File: src/hdl/tffla_pkg.sv
package tffla_pkg;

	localparam int CFG_IDX_W = 1;
	localparam logic [CFG_IDX_W-1:0] CFG_REGION_SIZE = 1'd0;
	localparam logic [CFG_IDX_W-1:0] CFG_FIT_SLACK   = 1'd1;

	localparam int KIB = 1024;

	localparam int STATUS_W = 2;
	localparam logic [STATUS_W-1:0] ST_OK           = 2'd0;
	localparam logic [STATUS_W-1:0] ST_OUT_OF_SPACE = 2'd1;
	localparam logic [STATUS_W-1:0] ST_LIST_FULL    = 2'd2;

	typedef struct packed {
		logic load;
		logic push;
		logic scan_step;
		logic fetch_last;
		logic move;
		logic bump;
		logic emit;
	} dp_cmd_t;

	typedef struct packed {
		logic resize;
		logic hit;
		logic scan_done;
		logic out_free;
	} dp_stat_t;

endpackage

File: src/hdl/tolerant_fit_free_list_allocator_top.sv
// Free-list allocator with a bump pointer. Each request frees a block (command 0, or a resize
// to size zero) or resizes it: the old block is pushed onto an unsorted list of up to
// FREE_SLOTS entries, the list is scanned from entry 0 for the first entry whose size lies
// within the request plus fit_slack, and failing that the space is taken from the bump
// pointer, bounded by region_size. A free ends after the push; a resize then scans the list
// one entry per cycle through the single read port of the list memory. One request is
// handled at a time, and a finished result waits in an output register without holding up
// the next request until that request's own result is ready. Configuration must be written
// only while the block is idle; the block itself does not enforce this.
module tolerant_fit_free_list_allocator_top #(
	parameter int ADDR_BITS  = 24,
	parameter int FREE_SLOTS = 64
) (
	input  logic                                   clk,
	input  logic                                   arst_n,
	input  logic                                   s_tvalid,
	output logic                                   s_tready,
	// Fields from bit 0: command, block_offset, block_size, request_size, zero fill.
	input  logic [((3*ADDR_BITS+1+7)/8)*8-1:0]     s_tdata,
	output logic                                   m_tvalid,
	input  logic                                   m_tready,
	// Fields from bit 0: new_offset, size, status, zero fill.
	output logic [((2*ADDR_BITS+2+7)/8)*8-1:0]     m_tdata,
	input  logic                                   cfg_we,
	input  logic [tffla_pkg::CFG_IDX_W-1:0]        cfg_index,
	input  logic [ADDR_BITS:0]                     cfg_data
);
	import tffla_pkg::*;

	localparam int OUT_W = ((2*ADDR_BITS+2+7)/8)*8;
	localparam int PAD_W = OUT_W - (2*ADDR_BITS + STATUS_W);

	dp_cmd_t              cmd;
	dp_stat_t             stat;
	logic [ADDR_BITS-1:0] new_offset, grant_size;
	logic [STATUS_W-1:0]  status;

	tffla_ctrl u_ctrl (
		.clk      (clk),
		.arst_n   (arst_n),
		.s_tvalid (s_tvalid),
		.s_tready (s_tready),
		.stat     (stat),
		.cmd      (cmd)
	);

	tffla_dp #(
		.ADDR_BITS  (ADDR_BITS),
		.FREE_SLOTS (FREE_SLOTS)
	) u_dp (
		.clk             (clk),
		.arst_n          (arst_n),
		.cmd             (cmd),
		.stat            (stat),
		.in_command      (s_tdata[0]),
		.in_block_offset (s_tdata[ADDR_BITS:1]),
		.in_block_size   (s_tdata[2*ADDR_BITS:ADDR_BITS+1]),
		.in_request_size (s_tdata[3*ADDR_BITS:2*ADDR_BITS+1]),
		.cfg_we          (cfg_we),
		.cfg_index       (cfg_index),
		.cfg_data        (cfg_data),
		.out_valid       (m_tvalid),
		.out_ready       (m_tready),
		.out_new_offset  (new_offset),
		.out_new_size    (grant_size),
		.out_status      (status)
	);

	assign m_tdata = {{PAD_W{1'b0}}, status, grant_size, new_offset};

endmodule

File: src/hdl/tffla_ctrl.sv
module tffla_ctrl (
	input  logic               clk,
	input  logic               arst_n,
	input  logic               s_tvalid,
	output logic               s_tready,
	input  tffla_pkg::dp_stat_t stat,
	output tffla_pkg::dp_cmd_t  cmd
);
	import tffla_pkg::*;

	typedef enum logic [6:0] {
		S_IDLE  = 7'b0000001,
		S_PUSH  = 7'b0000010,
		S_SCAN  = 7'b0000100,
		S_FETCH = 7'b0001000,
		S_MOVE  = 7'b0010000,
		S_BUMP  = 7'b0100000,
		S_DONE  = 7'b1000000
	} state_t;

	state_t state_q, state_d;

	assign s_tready = (state_q == S_IDLE);

	always_comb begin
		state_d = state_q;
		cmd     = '0;
		case (state_q)
			S_IDLE: begin
				if (s_tvalid) begin
					cmd.load = 1'b1;
					state_d  = S_PUSH;
				end
			end
			S_PUSH: begin
				cmd.push = 1'b1;
				state_d  = stat.resize ? S_SCAN : S_DONE;
			end
			S_SCAN: begin
				cmd.scan_step = 1'b1;
				if (stat.hit) begin
					state_d = S_FETCH;
				end else if (stat.scan_done) begin
					state_d = S_BUMP;
				end
			end
			S_FETCH: begin
				cmd.fetch_last = 1'b1;
				state_d        = S_MOVE;
			end
			S_MOVE: begin
				cmd.move = 1'b1;
				state_d  = S_DONE;
			end
			S_BUMP: begin
				cmd.bump = 1'b1;
				state_d  = S_DONE;
			end
			S_DONE: begin
				if (stat.out_free) begin
					cmd.emit = 1'b1;
					state_d  = S_IDLE;
				end
			end
			default: begin
				state_d = S_IDLE;
			end
		endcase
	end

	always_ff @(posedge clk or negedge arst_n) begin
		if (!arst_n) begin
			state_q <= S_IDLE;
		end else begin
			state_q <= state_d;
		end
	end

endmodule

File: src/hdl/tffla_dp.sv
module tffla_dp #(
	parameter int ADDR_BITS  = 24,
	parameter int FREE_SLOTS = 64
) (
	input  logic                                 clk,
	input  logic                                 arst_n,
	input  tffla_pkg::dp_cmd_t                   cmd,
	output tffla_pkg::dp_stat_t                  stat,
	input  logic                                 in_command,
	input  logic [ADDR_BITS-1:0]                 in_block_offset,
	input  logic [ADDR_BITS-1:0]                 in_block_size,
	input  logic [ADDR_BITS-1:0]                 in_request_size,
	input  logic                                 cfg_we,
	input  logic [tffla_pkg::CFG_IDX_W-1:0]      cfg_index,
	input  logic [ADDR_BITS:0]                   cfg_data,
	output logic                                 out_valid,
	input  logic                                 out_ready,
	output logic [ADDR_BITS-1:0]                 out_new_offset,
	output logic [ADDR_BITS-1:0]                 out_new_size,
	output logic [tffla_pkg::STATUS_W-1:0]       out_status
);
	import tffla_pkg::*;

	localparam int IDX_W = (FREE_SLOTS > 1) ? $clog2(FREE_SLOTS) : 1;
	localparam int CNT_W = $clog2(FREE_SLOTS + 1);
	localparam int ENT_W = 2 * ADDR_BITS;
	localparam logic [ADDR_BITS:0] REGION_MAX = {1'b1, {ADDR_BITS{1'b0}}};
	localparam logic [CNT_W-1:0]   SLOTS_CNT  = CNT_W'(FREE_SLOTS);

	logic [ENT_W-1:0] mem_q [FREE_SLOTS];

	logic [ADDR_BITS:0]   region_q;
	logic [ADDR_BITS-1:0] slack_q;
	logic [CNT_W-1:0]     count_q;
	logic [ADDR_BITS:0]   bump_q;

	logic [ADDR_BITS-1:0] boff_q, bsize_q, req_q;
	logic [ADDR_BITS:0]   hi_q;
	logic                 resize_q;
	logic                 list_full_q;
	logic                 oos_q;
	logic [ADDR_BITS-1:0] res_off_q, res_size_q;

	logic [CNT_W-1:0]     issue_q;
	logic                 rd_valid_s1;
	logic [IDX_W-1:0]     rd_idx_s1;
	logic [ENT_W-1:0]     rd_data_s1;
	logic [IDX_W-1:0]     hit_idx_q;

	logic                 out_valid_q;
	logic [ADDR_BITS-1:0] out_off_q, out_size_q;
	logic [STATUS_W-1:0]  out_status_q;

	logic                 list_full;
	logic                 push_we;
	logic                 mem_we;
	logic [IDX_W-1:0]     wr_addr;
	logic [ENT_W-1:0]     wr_data;
	logic [IDX_W-1:0]     rd_addr;
	logic [CNT_W-1:0]     last_cnt;
	logic [ADDR_BITS-1:0] rd_off, rd_size;
	logic                 fits;
	logic                 issue_more;
	logic [ADDR_BITS:0]   limit;
	logic [ADDR_BITS+1:0] bump_sum;

	assign list_full  = (count_q == SLOTS_CNT);
	assign push_we    = cmd.push && (bsize_q != '0) && !list_full;
	assign mem_we     = push_we || cmd.move;
	assign wr_addr    = cmd.move ? hit_idx_q : count_q[IDX_W-1:0];
	assign wr_data    = cmd.move ? rd_data_s1 : {boff_q, bsize_q};
	assign last_cnt   = count_q - CNT_W'(1);
	assign rd_addr    = cmd.fetch_last ? last_cnt[IDX_W-1:0] : issue_q[IDX_W-1:0];
	assign rd_off     = rd_data_s1[ENT_W-1:ADDR_BITS];
	assign rd_size    = rd_data_s1[ADDR_BITS-1:0];
	assign fits       = rd_valid_s1 && (rd_size >= req_q) && ({1'b0, rd_size} <= hi_q);
	assign issue_more = (issue_q < count_q);
	assign limit      = (region_q > REGION_MAX) ? REGION_MAX : region_q;
	assign bump_sum   = {1'b0, bump_q} + {2'b00, req_q};

	assign stat.resize    = resize_q;
	assign stat.hit       = fits;
	assign stat.scan_done = !rd_valid_s1 && !issue_more;
	assign stat.out_free  = !out_valid_q || out_ready;

	assign out_valid      = out_valid_q;
	assign out_new_offset = out_off_q;
	assign out_new_size   = out_size_q;
	assign out_status     = out_status_q;

	always_ff @(posedge clk) begin
		if (mem_we) begin
			mem_q[wr_addr] <= wr_data;
		end
		rd_data_s1 <= mem_q[rd_addr];
	end

	always_ff @(posedge clk or negedge arst_n) begin
		if (!arst_n) begin
			region_q    <= REGION_MAX;
			slack_q     <= ADDR_BITS'(KIB);
			count_q     <= '0;
			bump_q      <= '0;
			list_full_q <= 1'b0;
			oos_q       <= 1'b0;
			resize_q    <= 1'b0;
			issue_q     <= '0;
			rd_valid_s1 <= 1'b0;
			out_valid_q <= 1'b0;
		end else begin
			if (cfg_we) begin
				case (cfg_index)
					CFG_REGION_SIZE: region_q <= cfg_data;
					CFG_FIT_SLACK:   slack_q  <= cfg_data[ADDR_BITS-1:0];
					default:         region_q <= region_q;
				endcase
			end

			if (cmd.load) begin
				resize_q    <= in_command && (in_request_size != '0);
				list_full_q <= 1'b0;
				oos_q       <= 1'b0;
			end

			if (cmd.push) begin
				if (bsize_q != '0 && list_full) begin
					list_full_q <= 1'b1;
				end
				if (push_we) begin
					count_q <= count_q + CNT_W'(1);
				end
				issue_q     <= '0;
				rd_valid_s1 <= 1'b0;
			end

			if (cmd.scan_step) begin
				rd_valid_s1 <= issue_more;
				if (issue_more) begin
					issue_q <= issue_q + CNT_W'(1);
				end
			end

			if (cmd.move) begin
				count_q <= last_cnt;
			end

			if (cmd.bump) begin
				if (bump_sum > {1'b0, limit}) begin
					oos_q <= 1'b1;
				end else begin
					bump_q <= bump_sum[ADDR_BITS:0];
				end
			end

			if (cmd.emit) begin
				out_valid_q <= 1'b1;
			end else if (out_ready) begin
				out_valid_q <= 1'b0;
			end
		end
	end

	always_ff @(posedge clk) begin
		if (cmd.load) begin
			boff_q     <= in_block_offset;
			bsize_q    <= in_block_size;
			req_q      <= in_request_size;
			hi_q       <= {1'b0, in_request_size} + {1'b0, slack_q};
			res_off_q  <= '0;
			res_size_q <= '0;
		end
		if (cmd.scan_step) begin
			rd_idx_s1 <= issue_q[IDX_W-1:0];
		end
		if (cmd.scan_step && fits) begin
			hit_idx_q  <= rd_idx_s1;
			res_off_q  <= rd_off;
			res_size_q <= rd_size;
		end
		if (cmd.bump && !(bump_sum > {1'b0, limit})) begin
			res_off_q  <= bump_q[ADDR_BITS-1:0];
			res_size_q <= req_q;
		end
		if (cmd.emit) begin
			out_off_q    <= oos_q ? '0 : res_off_q;
			out_size_q   <= oos_q ? '0 : res_size_q;
			out_status_q <= oos_q ? ST_OUT_OF_SPACE : (list_full_q ? ST_LIST_FULL : ST_OK);
		end
	end

`ifndef SYNTHESIS
	a_count_bound: assert property (@(posedge clk) disable iff (!arst_n)
		count_q <= SLOTS_CNT)
		else $error("Free list count exceeds the number of slots.");

	a_bump_bound: assert property (@(posedge clk) disable iff (!arst_n)
		bump_q <= REGION_MAX)
		else $error("Bump pointer has passed the end of the address space.");

	a_move_shrinks: assert property (@(posedge clk) disable iff (!arst_n)
		cmd.move |=> (count_q == $past(last_cnt)))
		else $error("Taking a free entry did not shorten the list by one.");

	a_full_push_drops: assert property (@(posedge clk) disable iff (!arst_n)
		(cmd.push && list_full) |=> (count_q == SLOTS_CNT && list_full_q == (bsize_q != '0)))
		else $error("A push into a full list was not dropped and flagged.");
`endif

endmodule
File: config.mk
export PLATFORM = sky130hd
export DESIGN_NAME = tolerant_fit_free_list_allocator_top
export DESIGN_NICKNAME = d
export VERILOG_FILES = /design/src/hdl/tffla_pkg.sv /design/src/hdl/tolerant_fit_free_list_allocator_top.sv /design/src/hdl/tffla_ctrl.sv /design/src/hdl/tffla_dp.sv
export SDC_FILE = /design/constraint.sdc
export NUM_CORES = 2
export LEC_CHECK = 0
export BUFFER_PORTS_ARGS = -buffer_cell sky130_fd_sc_hd__buf_2
export CAP_MARGIN = 40
export CELL_PAD_IN_SITES_DETAIL_PLACEMENT = 0
export CELL_PAD_IN_SITES_GLOBAL_PLACEMENT = 1
export CORE_MARGIN = 3
export CORE_UTILIZATION = 25
export CTS_CLUSTER_SIZE = 20
export DETAILED_ROUTE_END_ITERATION = 8
export PLACE_DENSITY = 0.39
export RECOVER_POWER = 100
export SETUP_SLACK_MARGIN = 0.5
export SLEW_MARGIN = 10
export SYNTH_ARGS = -nofsm -noshare
export SYNTH_HDL_FRONTEND = slang
export SYNTH_SLANG_ARGS = --single-unit
File: constraint.sdc
create_clock -name clk -period 12.7 [get_ports clk]
set_clock_uncertainty 0.1 [all_clocks]
set_input_delay 2.54 -clock clk [delete_from_list [all_inputs] [get_ports clk]]
set_output_delay 2.54 -clock clk [all_outputs]
set_load 0.005 [all_outputs]
[After elaboration in Yosys (flattened, before gate mapping)]
Memory sizes are Yosys's and may differ from the RTL's. A register that Yosys moved wholly into a read port is not among the register bits.
Cells that the tools add are included.
Word-level totals
  memories kept: 1
  register bits after elaboration: 307
  memory bits (writable): 3072
  word-level logic and storage cells: 118
  input port bits: 111
Memory list
  u_dp.mem_q: depth 64, width 48, read ports 1, clocked after memory_dff 1, write ports 1, line tffla_dp.sv:30  | logic [ENT_W-1:0] mem_q [FREE_SLOTS];
Cells by class
  reductions and logical operators: 29
  $lt $le $gt $ge: 5
  multiplexer cells: 43
  $add $sub $neg: 5
  equal/unequal tests: 11
  bitwise operators: 2
Operators by type and width (count)
  24-bit 2-to-1 mux: 5
  7-bit 2-to-1 mux: 11
  48-bit 2-to-1 mux: 1
  24-bit nonzero test: 2
  7-bit case mux with 6 select lines: 1
  25-bit by 24-bit adder with 26-bit output: 1
  26-bit by 25-bit > comparator with 1-bit output: 1
  24-bit by 24-bit adder with 25-bit output: 1
  25-bit > comparator (second input constant): 1
  24-bit by 25-bit <= comparator with 1-bit output: 1
  25-bit 2-to-1 mux: 1
  24-bit >= comparator: 1
  1-bit 2-to-1 mux: 21
  7-bit by 1-bit adder with 7-bit output (second input constant): 2
  7-bit == test (second input constant): 2
  6-bit 2-to-1 mux: 2
  1-bit logical AND: 9
  2-bit AND reduction: 4
  2-bit nonzero test: 4
  7-bit by 1-bit == test with 1-bit output (second input constant): 1
  7-bit by 2-bit == test with 1-bit output (second input constant): 1
  7-bit by 3-bit == test with 1-bit output (second input constant): 1
  7-bit by 4-bit == test with 1-bit output (second input constant): 1
  7-bit by 5-bit == test with 1-bit output (second input constant): 1
  12 further kinds: 19

[Logic depth before layout (Yosys ltp)]
  word-level depth: 7
  mapped depth: 20

[By module]
A second synthesis with hierarchy kept.
Unflattened totals
  cells, all modules: 6411
  area total of the unflattened synthesis: 136214.4 µm²
By module, submodules not included
  tffla_dp: area an instance 135702.6 µm², times used 1, sequential area each 101755.1 µm², cells each 6350
  tffla_ctrl: area an instance 462.9 µm², times used 1, sequential area each 176.4 µm², cells each 54
  tolerant_fit_free_list_allocator_top: area an instance 48.8 µm², times used 1, sequential area each 0.0 µm², cells each 7

[Worst setup path before layout]
Ideal clock, no wire load.
  path kind: input to register
  start: in s_tvalid
  end: reg u_dp.res_off_q[0], enable pin
  cell stages on the path: 3
  arrival: 5.827 ns
  slack: 6.366 ns
  buffers on the path: 0
  required time: 12.193 ns
  path through: nand2_1 -> inv_1 -> or3_1
RTL lines
  start: declaration: line tolerant_fit_free_list_allocator_top.sv:16  | input logic s_tvalid,
  end signal: assignment: line tffla_dp.sv:177  | res_off_q <= rd_off;
  end signal: assignment: line tffla_dp.sv:181  | res_off_q <= bump_q[ADDR_BITS-1:0];
  end: declaration: line tffla_dp.sv:42  | logic [ADDR_BITS-1:0] res_off_q, res_size_q;

[Worst setup path in the final report]
  start: reg u_ctrl.state_q[0]
  end: mem u_dp.mem_q[21][26] (netlist bit), enable pin
On the way
  word-level cells in the longest chain between the ends: 7
  elaborated cells between the ends (all ways): 10
  those cells by class: eq/ne (2); mux (5); reduce/logical (3)
Ends and longest elaborated chain
  start: declaration: line tffla_ctrl.sv:21  | state_t state_q, state_d;
  start signal: assignment: line tffla_ctrl.sv:75  | state_q <= state_d;
  7-bit by 2-bit == test with 1-bit output: line tffla_ctrl.sv:28  | case (state_q)
  1-bit 2-to-1 mux: line tffla_ctrl.sv:28
  1-bit logical AND (2 in series): line tffla_dp.sv:68  | assign push_we = cmd.push && (bsize_q != '0) && !list_full;
  1-bit logical OR: line tffla_dp.sv:69  | assign mem_we = push_we || cmd.move;
  1-bit 2-to-1 mux: line tffla_dp.sv:92  | if (mem_we) begin
  1-bit 2-to-1 mux (not written as such): line tffla_dp.sv:93  | mem_q[wr_addr] <= wr_data;
  end: declaration: line tffla_dp.sv:30
Parallel ways exist; a longest one is shown, timed or not.

==> results.cfg <==
[setup_path]
end_kind = flip-flop
crit_cells = 10
worstPathArrival_ns = 9.11
cpPeakStageDelay_ns = 2.46
worstSetupPathType = reg -> reg
timing.critical_path.to = u_dp.mem_q[21][26]
path_cells = or3_1, or3_1, nor3b_1, clkbuf_1, a21oi_1, or2_0, nand2b_1, clkbuf_1, nor2_1, clkbuf_1
critPathMaxFanout = 38
path_common_cell = clkbuf_1
worstSetupStartpointType = flip-flop
crit_start = u_ctrl.state_q[0]
rr_startpoint = u_ctrl.state_q[0]
worst-path-buf-inv = 3
cp_top_family = buffers and inverters
required_ns = 13.10
slowest_stage = clkbuf_1
regToRegEndpoint = u_dp.mem_q[21][26]
r2r_slack_ns = 4.00
ff2ff_path_depth = 10

[timing]
slew_viol_final = 6022
grt_setup_unrepaired = no
finalHoldViolCount = 0
worstMarginPinSlew_ns = 3.651
post-route-period-util_pct = 68.52
setup_tns_ns = 0
setup_viol = 0
fmax_mhz = 114.9
max_slew_margin_pct = -143.4
finalCriticalPeriod_ns = 8.702

[floorplanning]
rows = 269
die_h_um = 741.2
core-area_um2 = 537500
fp.dieW_um = 741.2
dieArea_um2 = 549400
initial_core_util_pct = 25.14
pin_count = 169

[clock_tree]
cts-resized-gates = 0
post_cts_buffers = 0
insertion_delay_ns = 0.99
clock_path_buffers = 4
clkSlewWorstSetupHoldPaths_ns = 0.06
cts_tree = yes
htreeDepth = 5
cts-hold-fix-buffers = 0
numClockSinks = 3427
root_buffer = clkbuf_16
numCtsBuffers = 403

[routing]
dr.pass1.iters = 6
drc_errors = 0
wl_per_cell_um = 29.75
ant_nets = 0
via_count = 76140
wirelength_um = 480600
drt_iter0_drc = 6806
post_drt_via_cell_ratio = 4.714

[placed_design]
place_congestion = 0.7766
hpwl_um = 279500
port_buffers = 155

[synthesis]
syn_avg_cell_area_um2 = 16.51
synthXorXnorAreaFrac_pct = 0.3240
synth_area_um2 = 135100
synth_edf_count = 3279
synth_top_family_by_area = multiplexers
synthAdderAreaFrac_pct = 1.242
yosys_register_bits = 3427
synth_top_flop_cell = edfxtp_1
synth.distinct_cells = 79
syn-instance-count = 8183
ys_seq_area_share_pct = 75.43
synthSimpleGateAreaFrac_pct = 8.193
synth_compound_area_share_pct = 4.604
async_flop_share_pct = 2.918
yosysWarnings = 0
muxShareOfSynthArea_pct = 8.295

[global_routing]
grt_max_degree = 140
grt_antenna_before_repair = 49
grt_pass1_vias = 77404
grt_util_all_layers_pct = 17.02
grt_remaining_overflow = 0
grt_pass1_wl_um = 657900

[power_and_ir_drop]
p_leak_nw = 51.90
powerDensity_nw_per_um2 = 202.6
peakVddDrop_mv = 0.1426

[final_layout]
utilization_pct = 29.46
nFillCells = 53426
layout_common_cells = 3279 x edfxtp_1, 1421 x nand2_1, 523 x nand3_1
mostFrequentLayoutCell = edfxtp_1
syn2layout_area_growth_pct = 17.17
nets = 8862
drive_gt1_share_pct = 14.96

[outcome]
violations = max-capacitance violations, max-slew violations
outcome = complete, but fails checks

[worst_hold_path]
hold_path_class = reg -> reg
hold_depth = 0
worstHoldStart = u_dp.rd_idx_s1[0]

[job]
cap_violations = 164
==> per-layer routing <==
layer	vias to the layer above	part of all wire (%)	wire length (um)	track usage, %
li1	32958	-	-	-
met1	40696	46	223000	24.29
met2	1940	47	225800	27.86
met3	534	4.7	22460	2.387
met4	12	1.9	9225	3.009
met5	-	0.016	75	0
==> worst min-delay path by stage <==
stage / endpoint
finish: u_dp.hit_idx_q[0]
global route: u_dp.hit_idx_q[1]
CTS: u_dp.hit_idx_q[0]
detailed placement: u_dp.hit_idx_q[1]
global placement: u_dp.hit_idx_q[5]
floorplan: u_dp.hit_idx_q[0]
==> kinds of logic after synthesis <==
kind of cell,after synthesis
AND/OR/NAND/NOR,2500
XOR/XNOR,50
other,1
AO/OA/AOI/OAI,862
adder cells (fa/ha/maj),133
buffers and inverters,545
multiplexers,665
flip-flops,3427
==> synthesized netlist by cell type (all sizes together), types with 9 or more instances <==
master | n | area share, %
dfrtp | 97 | 1.8
o211ai | 27 | 0.15
inv | 90 | 0.25
dfxtp | 48 | 0.71
a221oi | 17 | 0.11
nor4 | 26 | 0.12
a22oi | 125 | 0.69
a21oi | 101 | 0.38
nor2b | 59 | 0.27
and4 | 32 | 0.21
a31oi | 181 | 0.84
nand2 | 1447 | 4.0
nand4 | 170 | 0.79
nor3 | 21 | 0.078
a22o | 106 | 0.69
nand3 | 523 | 1.9
nand2b | 25 | 0.12
buf | 196 | 0.94
a32oi | 17 | 0.11
o31ai | 11 | 0.061
o21a | 16 | 0.089
o21ai | 61 | 0.23
o22ai | 55 | 0.25
edfxtp | 3279 | 73
xor2 | 9 | 0.058
ha | 131 | 1.2
xnor2 | 41 | 0.27
a222oi | 34 | 0.25
a211oi | 28 | 0.22
clkbuf | 257 | 0.71
a21o | 27 | 0.15
mux2 | 139 | 1.2
mux2i | 176 | 1.3
nor2 | 155 | 0.43
mux4 | 350 | 5.8
a32o | 17 | 0.13
==> metrics by stage <==
stage | instances | total power, W | setup slack, ns | hold slack (ns) | cell area [um2]
after detailed placement | 15392 | 0.02080 | 6.559 | 0.3131 | 147000
after floorplan | 8188 | 0.01827 | 6.366 | 0.3003 | 135200
after global routing | 16138 | 0.03359 | 3.344 | 0.3242 | 158300
after CTS | 16134 | 0.03262 | 6.512 | 0.3223 | 160200
after global placement | 15317 | 0.02069 | 5.619 | 0.3097 | 145500
final | 16152 | 0.03209 | 3.998 | 0.3221 | 158300
==> power breakdown <==
group | switching [W] | internal (W)
Combinational | 0.00421 | 0.00208
Sequential | 0.000456 | 0.0137
Clock | 0.00474 | 0.00692
Total | 0.00941 | 0.0227
==> state kept, by name, summed over array words and instances, names as in the netlist, 7 cells and up <==
signal               cells
u_dp.rd_data_s1         48
u_dp.hi_q               25
u_dp.issue_q             7
u_dp.region_q           25
u_dp.res_off_q          24
u_dp.req_q              24
u_dp.slack_q            24
u_dp.mem_q            3072
u_dp.bsize_q            24
u_dp.res_size_q         24
u_dp.out_new_offset     24
u_dp.out_new_size       24
u_dp.bump_q             25
u_dp.count_q             7
u_dp.boff_q             24
u_ctrl.state_q           7
==> area by class of cell <==
class / instances / area, um2 / share of cell area [%]
antenna: 16 / 40.04 / 0.02529
clock buffer: 540 / 11000 / 6.947
clock inverter: 202 / 2217 / 1.400
inverter: 92 / 346.6 / 0.2189
multi-input combinational: 4216 / 30990 / 19.57
sequential: 3427 / 101900 / 64.37
tap: 7181 / 8985 / 5.674
timing repair buffer: 478 / 2831 / 1.788
(Power assumes the default switching activity.)
